[src/sv/lsd_radix_sort_decimal_defines.svh]
// ----------------------------------------------------------------------------
// Assertion macros for the decimal radix sorter
// Shared property forms; each expects clk and rst_n in scope.
// ----------------------------------------------------------------------------
`ifndef LSD_RADIX_SORT_DECIMAL_DEFINES_SVH
`define LSD_RADIX_SORT_DECIMAL_DEFINES_SVH

// same-cycle implication
`define LRSD_ASSERT_IMP(name, ante, cons) \
    name: assert property (@(posedge clk) disable iff (!rst_n) (ante) |-> (cons)) \
        else $error("lrsd assertion failed");

// next-cycle implication
`define LRSD_ASSERT_NXT(name, ante, cons) \
    name: assert property (@(posedge clk) disable iff (!rst_n) (ante) |=> (cons)) \
        else $error("lrsd assertion failed");

`endif

[src/sv/lrsd_pkg.sv]
// ----------------------------------------------------------------------------
// lrsd_pkg
// Types and constants shared by the decimal radix sorter.
// ----------------------------------------------------------------------------
package lrsd_pkg;

    localparam int MAX_KEYS = 64;
    localparam int KEY_W    = 31;
    localparam int IDX_W    = $clog2(MAX_KEYS);
    localparam int CNT_W    = $clog2(MAX_KEYS + 1);
    localparam int RADIX    = 10;
    localparam int DIGIT_W  = 4;
    localparam int PLACE_W  = 34;
    localparam int QUOT_W   = 28;
    localparam int PROD_W   = 64;
    localparam logic [31:0] DIV10_MUL = 32'hCCCC_CCCD;
    localparam int DIV10_SHIFT = 35;

    typedef struct packed {
        logic [KEY_W-1:0] key;
        logic             final_key;
    } in_t;

    typedef struct packed {
        logic [KEY_W-1:0] sorted_key;
        logic             last_out;
    } out_t;

    typedef struct packed {
        logic load;
        logic clr;
        logic rd;
        logic mul;
        logic count_dig;
        logic ps;
        logic place_init;
        logic place_dig;
        logic pass_done;
        logic out_init;
        logic emit;
        logic finish;
    } cmd_t;

    typedef struct packed {
        logic pass_needed;
        logic idx_at_end;
        logic idx_zero;
        logic ps_last;
    } status_t;

endpackage

[src/sv/lrsd_ctrl.sv]
// ----------------------------------------------------------------------------
// lrsd_ctrl
// Sequencer for load, counting, prefix sum, placement and output transfers.
// ----------------------------------------------------------------------------
`include "lsd_radix_sort_decimal_defines.svh"

module lrsd_ctrl
(
    input  logic              clk,
    input  logic              rst_n,
    input  logic              start,
    input  logic              final_key,
    input  lrsd_pkg::status_t status,
    output lrsd_pkg::cmd_t    cmd,
    output logic              busy
);

    typedef enum logic [12:0] {
        S_IDLE   = 13'b0000000000001,
        S_CHECK  = 13'b0000000000010,
        S_CLR    = 13'b0000000000100,
        S_C_RD   = 13'b0000000001000,
        S_C_MUL  = 13'b0000000010000,
        S_C_DIG  = 13'b0000000100000,
        S_PS     = 13'b0000001000000,
        S_P_RD   = 13'b0000010000000,
        S_P_MUL  = 13'b0000100000000,
        S_P_WR   = 13'b0001000000000,
        S_NEXT   = 13'b0010000000000,
        S_O_RD   = 13'b0100000000000,
        S_O_EMIT = 13'b1000000000000
    } state_t;

    state_t state_reg;
    state_t state_next;

    always_comb
    begin
        state_next = state_reg;
        cmd        = '0;
        case (state_reg)
            S_IDLE:
            begin
                if (start)
                begin
                    cmd.load = 1'b1;
                    if (final_key)
                        state_next = S_CHECK;
                end
            end
            S_CHECK:
            begin
                if (status.pass_needed)
                    state_next = S_CLR;
                else
                begin
                    cmd.out_init = 1'b1;
                    state_next   = S_O_RD;
                end
            end
            S_CLR:
            begin
                cmd.clr    = 1'b1;
                state_next = S_C_RD;
            end
            S_C_RD:
            begin
                cmd.rd     = 1'b1;
                state_next = S_C_MUL;
            end
            S_C_MUL:
            begin
                cmd.mul    = 1'b1;
                state_next = S_C_DIG;
            end
            S_C_DIG:
            begin
                cmd.count_dig = 1'b1;
                state_next    = status.idx_at_end ? S_PS : S_C_RD;
            end
            S_PS:
            begin
                cmd.ps = 1'b1;
                if (status.ps_last)
                begin
                    cmd.place_init = 1'b1;
                    state_next     = S_P_RD;
                end
            end
            S_P_RD:
            begin
                cmd.rd     = 1'b1;
                state_next = S_P_MUL;
            end
            S_P_MUL:
            begin
                cmd.mul    = 1'b1;
                state_next = S_P_WR;
            end
            S_P_WR:
            begin
                cmd.place_dig = 1'b1;
                state_next    = status.idx_zero ? S_NEXT : S_P_RD;
            end
            S_NEXT:
            begin
                cmd.pass_done = 1'b1;
                state_next    = S_CHECK;
            end
            S_O_RD:
            begin
                cmd.rd     = 1'b1;
                state_next = S_O_EMIT;
            end
            S_O_EMIT:
            begin
                cmd.emit = 1'b1;
                if (status.idx_at_end)
                begin
                    cmd.finish = 1'b1;
                    state_next = S_IDLE;
                end
                else
                    state_next = S_O_RD;
            end
            default:
                state_next = S_IDLE;
        endcase
    end

    always_ff @(posedge clk or negedge rst_n)
    begin
        if (!rst_n)
            state_reg <= S_IDLE;
        else
            state_reg <= state_next;
    end

    assign busy = state_reg != S_IDLE;

    `LRSD_ASSERT_NXT(a_final_starts_sort, start && !busy && final_key, state_reg == S_CHECK)
    `LRSD_ASSERT_NXT(a_pass_loops_back, state_reg == S_NEXT, state_reg == S_CHECK)
    `LRSD_ASSERT_IMP(a_finish_on_last, cmd.finish, cmd.emit && status.idx_at_end)

endmodule
[config.mk]
export PLATFORM = sky130hd
export DESIGN_NAME = lrsd_ctrl
export DESIGN_NICKNAME = d
export VERILOG_FILES = /design/src/sv/lrsd_pkg.sv /design/src/sv/lrsd_ctrl.sv
export VERILOG_INCLUDE_DIRS = /design/src /design/src/sv
export SDC_FILE = /design/constraint.sdc
export NUM_CORES = 1
export LEC_CHECK = 0
export ABC_AREA = 1
export BUFFER_PORTS_ARGS = -buffer_cell sky130_fd_sc_hd__buf_2
export CAP_MARGIN = 30
export CORE_ASPECT_RATIO = 1.2
export CORE_MARGIN = 2
export CORE_UTILIZATION = 30
export DETAILED_ROUTE_END_ITERATION = 7
export HOLD_SLACK_MARGIN = 0.08
export PLACE_DENSITY = 0.6
export SLEW_MARGIN = 30
export SYNTH_ARGS = -nofsm -noshare
export SYNTH_HDL_FRONTEND = slang
export SYNTH_SLANG_ARGS = --single-unit
[constraint.sdc]
create_clock -name clk -period 2.4 [get_ports clk]
set_input_delay 0.48 -clock clk [delete_from_list [all_inputs] [get_ports clk]]
set_output_delay 0.48 -clock clk [all_outputs]
set_load 0.01 [all_outputs]
Word-level counts from Yosys, hierarchy flattened
Cells that the tools add are included.
{"block": "word_totals", "ff_bits": 13, "latch_bits": 0, "ram_bits": 0, "rom_bits": 0, "in_bits": 8, "mem_count": 0}
{"block": "classes", "n_addsub": 0, "mul": 0, "div_mod_pow": 0, "magnitude_cmp": 0, "n_eq_ne": 17, "n_shift": 0, "n_mux": 22, "bitwise": 0, "n_reduce_logical": 3}
{"op": "13-bit case mux with 13 select lines", "count": 1}
{"op": "13-bit two-way mux", "count": 3}
{"op": "12-bit two-way mux", "count": 2}
{"op": "13-bit by 1-bit equality test with 1-bit output, second input constant", "count": 1}
{"op": "13-bit by 10-bit equality test with 1-bit output, second input constant", "count": 1}
{"op": "13-bit by 11-bit equality test with 1-bit output, second input constant", "count": 1}
{"op": "13-bit by 12-bit equality test with 1-bit output, second input constant", "count": 1}
{"op": "13-bit equality test, second input constant", "count": 1}
{"op": "13-bit by 2-bit equality test with 1-bit output, second input constant", "count": 1}
{"op": "13-bit by 3-bit equality test with 1-bit output, second input constant", "count": 1}
{"op": "13-bit by 4-bit equality test with 1-bit output, second input constant", "count": 1}
{"op": "13-bit by 5-bit equality test with 1-bit output, second input constant", "count": 1}
{"op": "13-bit by 6-bit equality test with 1-bit output, second input constant", "count": 1}
{"op": "13-bit by 7-bit equality test with 1-bit output, second input constant", "count": 1}
{"op": "13-bit by 8-bit equality test with 1-bit output, second input constant", "count": 1}
{"op": "13-bit by 9-bit equality test with 1-bit output, second input constant", "count": 1}
{"op": "13-bit by 1-bit inequality test with 1-bit output, second input constant", "count": 1}
{"op": "1-bit two-way mux", "count": 12}
{"op": "11-bit two-way mux", "count": 1}
{"op": "7-bit two-way mux", "count": 1}
{"op": "2-bit inequality test, second input constant", "count": 3}
{"op": "2-bit two-way mux", "count": 2}
{"op": "3-bit AND reduction", "count": 1}
{"op": "3-bit OR reduction", "count": 1}
{"op": "2-bit OR reduction", "count": 1}

Logic depth before layout (Yosys ltp)
Gate-level depths: netlist of the first run.
{"block": "depth", "ltp_word": 3, "depth_mapped": 9}

Worst setup path after synthesis of the first run
Ideal clock, no wire load.
{"block": "synth_path", "path_kind": "register to output", "from": "register state_reg[0]", "to": "output cmd[11] (netlist bit)", "arrival_ps": 1160, "setup_slack_ps": 760, "stages_incl_launch_ff": 6, "n_path_buf": 0, "path_cell_list": "dfstp_2 inv_1 nor2_1 and2_1 nand3_1 nor2_1"}
{"item": "start: declaration", "line": "lrsd_ctrl.sv:34", "text": "state_t state_reg;"}
{"item": "start signal: assignment", "line": "lrsd_ctrl.sv:136", "text": "state_reg <= state_next;"}
{"item": "end: declaration", "line": "lrsd_ctrl.sv:14", "text": "output lrsd_pkg::cmd_t cmd,"}

==> flow_metrics.env, run 1 <==
export IMPL_avgSynthCellArea_um2=7.172
export IMPL_timing_fmax_mhz=486.7
export IMPL_synth_top_area_share_pct=34.04
export IMPL_status="finished clean"
export IMPL_die_w_um=53.50
export IMPL_cts_tree="built"
export IMPL_cts_max_path_buffers=2
export IMPL_nFillCells=306
export IMPL_r2r_slack_ns=0.99
export IMPL_antenna_left=0
export IMPL_grt_max_degree=14
export IMPL_peakVddDrop_v=0.0003818
export IMPL_core_area_mm2=0.002785
export IMPL_gp_congestion=0.8499
export IMPL_antenna_cells=0
export IMPL_tightest_slew_ns=0.3029
export IMPL_crit_required_ns=1.92
export IMPL_largest_register_ffs=13
export IMPL_grt_first_pass_wirelength_um=3132
export IMPL_synth_edff_count=0
export IMPL_yosys_warnings=0
export IMPL_worstSetupPathType="reg -> out"
export IMPL_max_slew_margin_rel_pct=79.81
export IMPL_arrival_ns=1.57
export IMPL_overflow=0
export IMPL_ys_seq_area_share_pct=37.02
export IMPL_antenna_found_initial=0
export IMPL_cts_resized=0
export IMPL_hold_path_class="in -> reg"
export IMPL_p_total_w=0.0007220
export IMPL_power_density_mw_per_mm2=679.6
export IMPL_combPwrFrac_pct=42.3
export IMPL_root_buffer="clkbuf_4"
export IMPL_hold_end="state_reg[11]"
export IMPL_dr_max_layer_used="met4"
export IMPL_leakage_nw=0.6814
export IMPL_cp_start_kind="flip-flop"
export IMPL_dpl_hpwl_um=1600
export IMPL_hold_depth=2
export IMPL_synth_seq_cells=13
export IMPL_synth_largest_area_cell="dfrtp_1"
export IMPL_setup_violations_final=0
export IMPL_firstDrtPassIters=4
export IMPL_vias_per_cell=4.418
export IMPL_hold_start="status[3]"
export IMPL_end_kind="output pin"
export IMPL_drt_wl_total_um=1909
export IMPL_area_delta_synth_final_pct=20.43
export IMPL_synth_area_um2=882.1
export IMPL_synthCells=123
export IMPL_fin_skew_ns=0.01384
export IMPL_period_share_pct=85.62
export IMPL_post_drt_wl_per_cell_um=10.49
export IMPL_finalCriticalPeriod_ns=2.055
export IMPL_reg2reg_from="state_reg[0]"
export IMPL_syn_num_nets=131
export IMPL_fp_dieArea_mm2=0.003392
export IMPL_critical_path_max_fanout=9
export IMPL_fin_tns_setup_ns=0
export IMPL_reg2reg_to="state_reg[0]"
export IMPL_p_switching_w=0.0002999
export IMPL_seq_power_share_pct=37.7
export IMPL_ys_flop_type="dfrtp_1"
export IMPL_start_util_pct=31.67
export IMPL_rsz0062_at_grt="no"
export IMPL_synth_cell_types=20
export IMPL_drv_cap=0
export IMPL_cts_inserted_buffers=3
export IMPL_switching_share_pct=41.54
export IMPL_hold_viol=0
export IMPL_clockPowerShare_pct=20.0
export IMPL_p_int_w=0.0004220
export IMPL_clk_pin_slew_ns=0.09
export IMPL_ff2ff_path_depth=8
export IMPL_grt_pass1_vias=743
export IMPL_port_buffers=20
export IMPL_grt_usage_pct=12.75
export IMPL_drtIter0Drc=9
export IMPL_io_pin_count=21
export IMPL_async_reset_ff_share_pct=100.0
export IMPL_final_layout_size_suffix_gt1_share_pct=32.43
export IMPL_rows=21
export IMPL_remaining_drc_errors=0
export IMPL_nNetsFinal=157
export IMPL_cts_sinks=13
export IMPL_wl_met3_um=82
export IMPL_vias=804
export IMPL_wl_met2_um=912
export IMPL_m1WireLength_um=844
export IMPL_die_y_um=63.40
export IMPL_insertion_delay_ns=0.29
export IMPL_slew_viol_final=0
export IMPL_netlist_top_cells_area="dfrtp_1, nand2_1, nor2_1"
export IMPL_htreeDepth=1
==> power by group through the flow <==
stage,clock (W),combinational [W],sequential [W]
2_1_floorplan,0,0.000231,0.000273
3_3_place_gp,0,0.000307,0.000275
3_5_place_dp,0,0.000307,0.000277
4_1_cts,0.000146,0.000309,0.000273
5_1_grt,0.000153,0.000346,0.000276
6_report,0.000144,0.000305,0.000272
==> logic make-up (layout without fill, tap and decap cells) <==
family                 after synthesis  after routing  synth area share (%)
AOI/OAI and AO/OA                    6              6                 3.972
DFF                                 13             13                 37.02
and+or+nand+nor                     77             77                 47.37
buffers and inverters               27             52                 11.63
==> synth_stat cells (2+ instances only) <==
cell and instances:
nand2_1 25, dfrtp_1 12, inv_2 3, nor2_4 5, nand2_2 2, nor2_1 24, nand3_1 7, o21ai_0 2
a21oi_1 2, inv_1 23, nor2_2 4, nand2_4 6
==> repair_timing <==
item	in CTS	in global routing
hold buffers	1	0
hold endpoints to repair	8	0
setup buffers	0	0
==> how the worst max path moves through the flow <==
stage | startpoint | to | slack, ns | depth (start not counted)
floorplan | state_reg[0] | cmd[11] | 0.76 | 5
global placement | state_reg[10] | cmd[11] | 0.68 | 6
detailed placement | state_reg[10] | cmd[11] | 0.68 | 6
CTS | state_reg[10] | cmd[11] | 0.34 | 6
global route | state_reg[10] | cmd[11] | 0.20 | 6
finish | state_reg[10] | cmd[11] | 0.35 | 6
==> per-stage QoR <==
stage | cells | area (um^2) | utilization (%) | hold slack, ns | setup slack, ns
finish | 182 | 1062 | 38.14 | 0.4069 | 0.3452
global route | 182 | 1062 | 38.14 | 0.4208 | 0.2037
CTS | 182 | 1062 | 38.14 | 0.4066 | 0.3379
detailed placement | 177 | 1025 | 36.79 | 0.3866 | 0.6752
global placement | 177 | 1025 | 36.79 | 0.3793 | 0.6809
floorplan | 123 | 882.1 | - | 0.1844 | 0.7598
==> area by class of cell <==
| class | instances | area [um^2] | share of cell area [%] |
|---|---|---|---|
| Sequential cell | 13 | 326.6 | 30.74 |
| Tap cell | 34 | 42.54 | 4.005 |
| Clock buffer | 3 | 22.52 | 2.120 |
| Inverter | 27 | 102.6 | 9.658 |
| Timing Repair Buffer | 21 | 110.1 | 10.37 |
| Multi-Input combinational cell | 83 | 452.9 | 42.64 |
| Clock inverter | 1 | 5.005 | 0.4711 |
==> metal layers <==
metal / vias up / track usage [%]
met5: - / 0
met4: 0 / 9.615
met3: 7 / 1.185
met2: 25 / 19.91
met1: 361 / 15.62
li1: 411 / -
==> placed cells by master, fill, tap and decap left out, drive strengths merged <==
cell type     n
nor2         34
nand2        33
inv          26
buf          20
dfrtp        12
nand3         7
clkbuf        3
a21oi         3
clkinv        2
o21ai         2
nor3          1
and2          1
o22ai         1
nand4         1
dlygate4sd3   1
dfstp         1
==> critical path, cell delays in order, from the launching register on <==
cell and delay, ns:
dfrtp_1 0.42, nor2_4 0.16, nand2_4 0.08, nor2_8 0.16
nand3_1 0.19, nor2_1 0.12, buf_2 0.14
No activity file was read; power rests on OpenSTA's default activity.
==> run 2, diff against run 1 <==
- CORE_UTILIZATION: 30 -> 55
- PLACE_DENSITY: 0.6 -> 0.92
==> flow_metrics.env, run 2 (same netlist as run 1, synthesis figures left out) <==
export IMPL_status="finished clean"
export IMPL_p_total_w=0.0007334
export IMPL_critical_path_max_fanout=9
export IMPL_clk_pin_slew_ns=0.08
export IMPL_hold_start="status[3]"
export IMPL_seq_area_um2=326.6
export IMPL_hold_viol=0
export IMPL_cts_tree="built"
export IMPL_crit_required_ns=1.92
export IMPL_fp_dieArea_mm2=0.001942
export IMPL_grt_pass1_vias=850
export IMPL_core_area_mm2=0.001464
export IMPL_drt_wl_total_um=2246
export IMPL_antenna_found_initial=0
export IMPL_stdcell_count=165
export IMPL_arrival_ns=1.67
export IMPL_grt_usage_pct=28.50
export IMPL_firstDrtPassIters=4
export IMPL_die_y_um=47.87
export IMPL_io_pin_count=21
export IMPL_antenna_cells=0
export IMPL_rows=15
export IMPL_timing_fmax_mhz=465.5
export IMPL_worstSetupPathType="reg -> out"
export IMPL_reg2reg_from="state_reg[0]"
export IMPL_setup_violations_final=0
export IMPL_cts_sinks=13
export IMPL_vias_per_cell=5.291
export IMPL_grt_first_pass_wirelength_um=3546
export IMPL_dpl_hpwl_um=1748
export IMPL_rsz0062_at_grt="no"
export IMPL_cpMaxStageDelayCell="dfrtp_1"
export IMPL_layout_commonest_cell="nand2_1"
export IMPL_peakVddDrop_v=0.0004698
export IMPL_gp_congestion=0.8839
export IMPL_multi_input_area_um2=452.9
export IMPL_die_w_um=40.56
export IMPL_power_density_mw_per_mm2=704.5
export IMPL_finalCriticalPeriod_ns=2.148
export IMPL_vias=873
export IMPL_area_delta_synth_final_pct=18.01
export IMPL_hold_path_class="in -> reg"
export IMPL_overflow=0
export IMPL_final_layout_size_suffix_gt1_share_pct=32.43
export IMPL_final_cell_mix="nand2_1, nor2_1, inv_1"
export IMPL_end_kind="output pin"
export IMPL_start_util_pct=60.26
export IMPL_post_drt_wl_per_cell_um=13.61
export IMPL_grt_max_degree=14
export IMPL_startpoint="state_reg[10]"
export IMPL_hold_depth=2
export IMPL_leakage_nw=0.6814
export IMPL_insertion_delay_ns=0.29
export IMPL_drv_cap=0
export IMPL_antenna_left=0
export IMPL_nNetsFinal=157
export IMPL_ff2ff_path_depth=8
export IMPL_tightest_slew_ns=0.2998
export IMPL_fin_tns_setup_ns=0
export IMPL_remaining_drc_errors=0
export IMPL_root_buffer="clkbuf_4"
export IMPL_htreeDepth=1
export IMPL_slowest_delay_ns=0.45
export IMPL_slew_viol_final=0
export IMPL_largest_register_ffs=13
export IMPL_cts_inserted_buffers=3
export IMPL_port_buffers=20
export IMPL_max_slew_margin_rel_pct=80.02
export IMPL_period_share_pct=89.50
export IMPL_fin_skew_ns=0.004130
export IMPL_place_inst=160
export IMPL_nFillCells=95
export IMPL_cts_setup_buffers=0
export IMPL_cts_max_path_buffers=2
export IMPL_cp_start_kind="flip-flop"
export IMPL_path_cells="nor2_4 > nand2_4 > nor2_8 > nand3_1 > nor2_1 > buf_2"
export IMPL_drtIter0Drc=38
==> run 2: cell counts in the layout (fill, tap and decap cells not counted) <==
Identical to the previous run, type by type.
==> run 2: per-layer routing <==
layer | share of wire [%] | GRT usage, %
met1 | 35 | 30.52
met2 | 54 | 49.21
met3 | 7.2 | 8.837
met4 | 4.3 | 14.67
met5 | 0 | 0
==> run 2: report_power, final <==
group          internal [W]  switching (W)
Combinational      0.000112       0.000204
Clock             0.0000621      0.0000791
Sequential         0.000248      0.0000282
Total              0.000422       0.000311
==> run 2: cell type report <==
cell class,instances,share of cell area (%)
multi-input cells,83,43.51
flip-flops and latches,13,31.37
repair buffers,21,10.58
inverters,27,9.856
clock buffers,3,2.163
well taps,17,2.043
clock inverters,1,0.4808
==> run 2: timing repair <==
action	CTS	global route
setup endpoints to repair	0	0
hold buffers	1	0
endpoints found under the hold margin	12	0
gates resized for setup	0	0
==> run 2: final timing paths <==
kind | end | slack [ns]
worst max-delay path | cmd[11] | 0.25
worst min-delay path | state_reg[11] | 0.41
worst max register to register | state_reg[0] | 0.94
worst min register to register | state_reg[9] | 0.68
max in group asynchronous | state_reg[0] | 1.52
min in group asynchronous | state_reg[10] | 0.60
==> run 2: through the flow <==
stage / hold slack [ns] / instance area (um^2) / worst slack, ns / util, %
2_1_floorplan: 0.1844 / 882.1 / 0.7598 / -
3_3_place_gp: 0.3679 / 1003 / 0.6868 / 68.55
3_5_place_dp: 0.3784 / 1003 / 0.6059 / 68.55
4_1_cts: 0.4121 / 1041 / 0.2584 / 71.11
5_1_grt: 0.4146 / 1041 / 0.1628 / 71.11
6_report: 0.4081 / 1041 / 0.2520 / 71.11
==> run 2: critical path: cells and delay by family (launching register included) <==
| family | cells | cell delay [ns] |
|---|---|---|
| AND/OR/NAND/NOR | 5 | 0.79 |
| flip-flops | 1 | 0.45 |
| buffers and inverters | 1 | 0.15 |
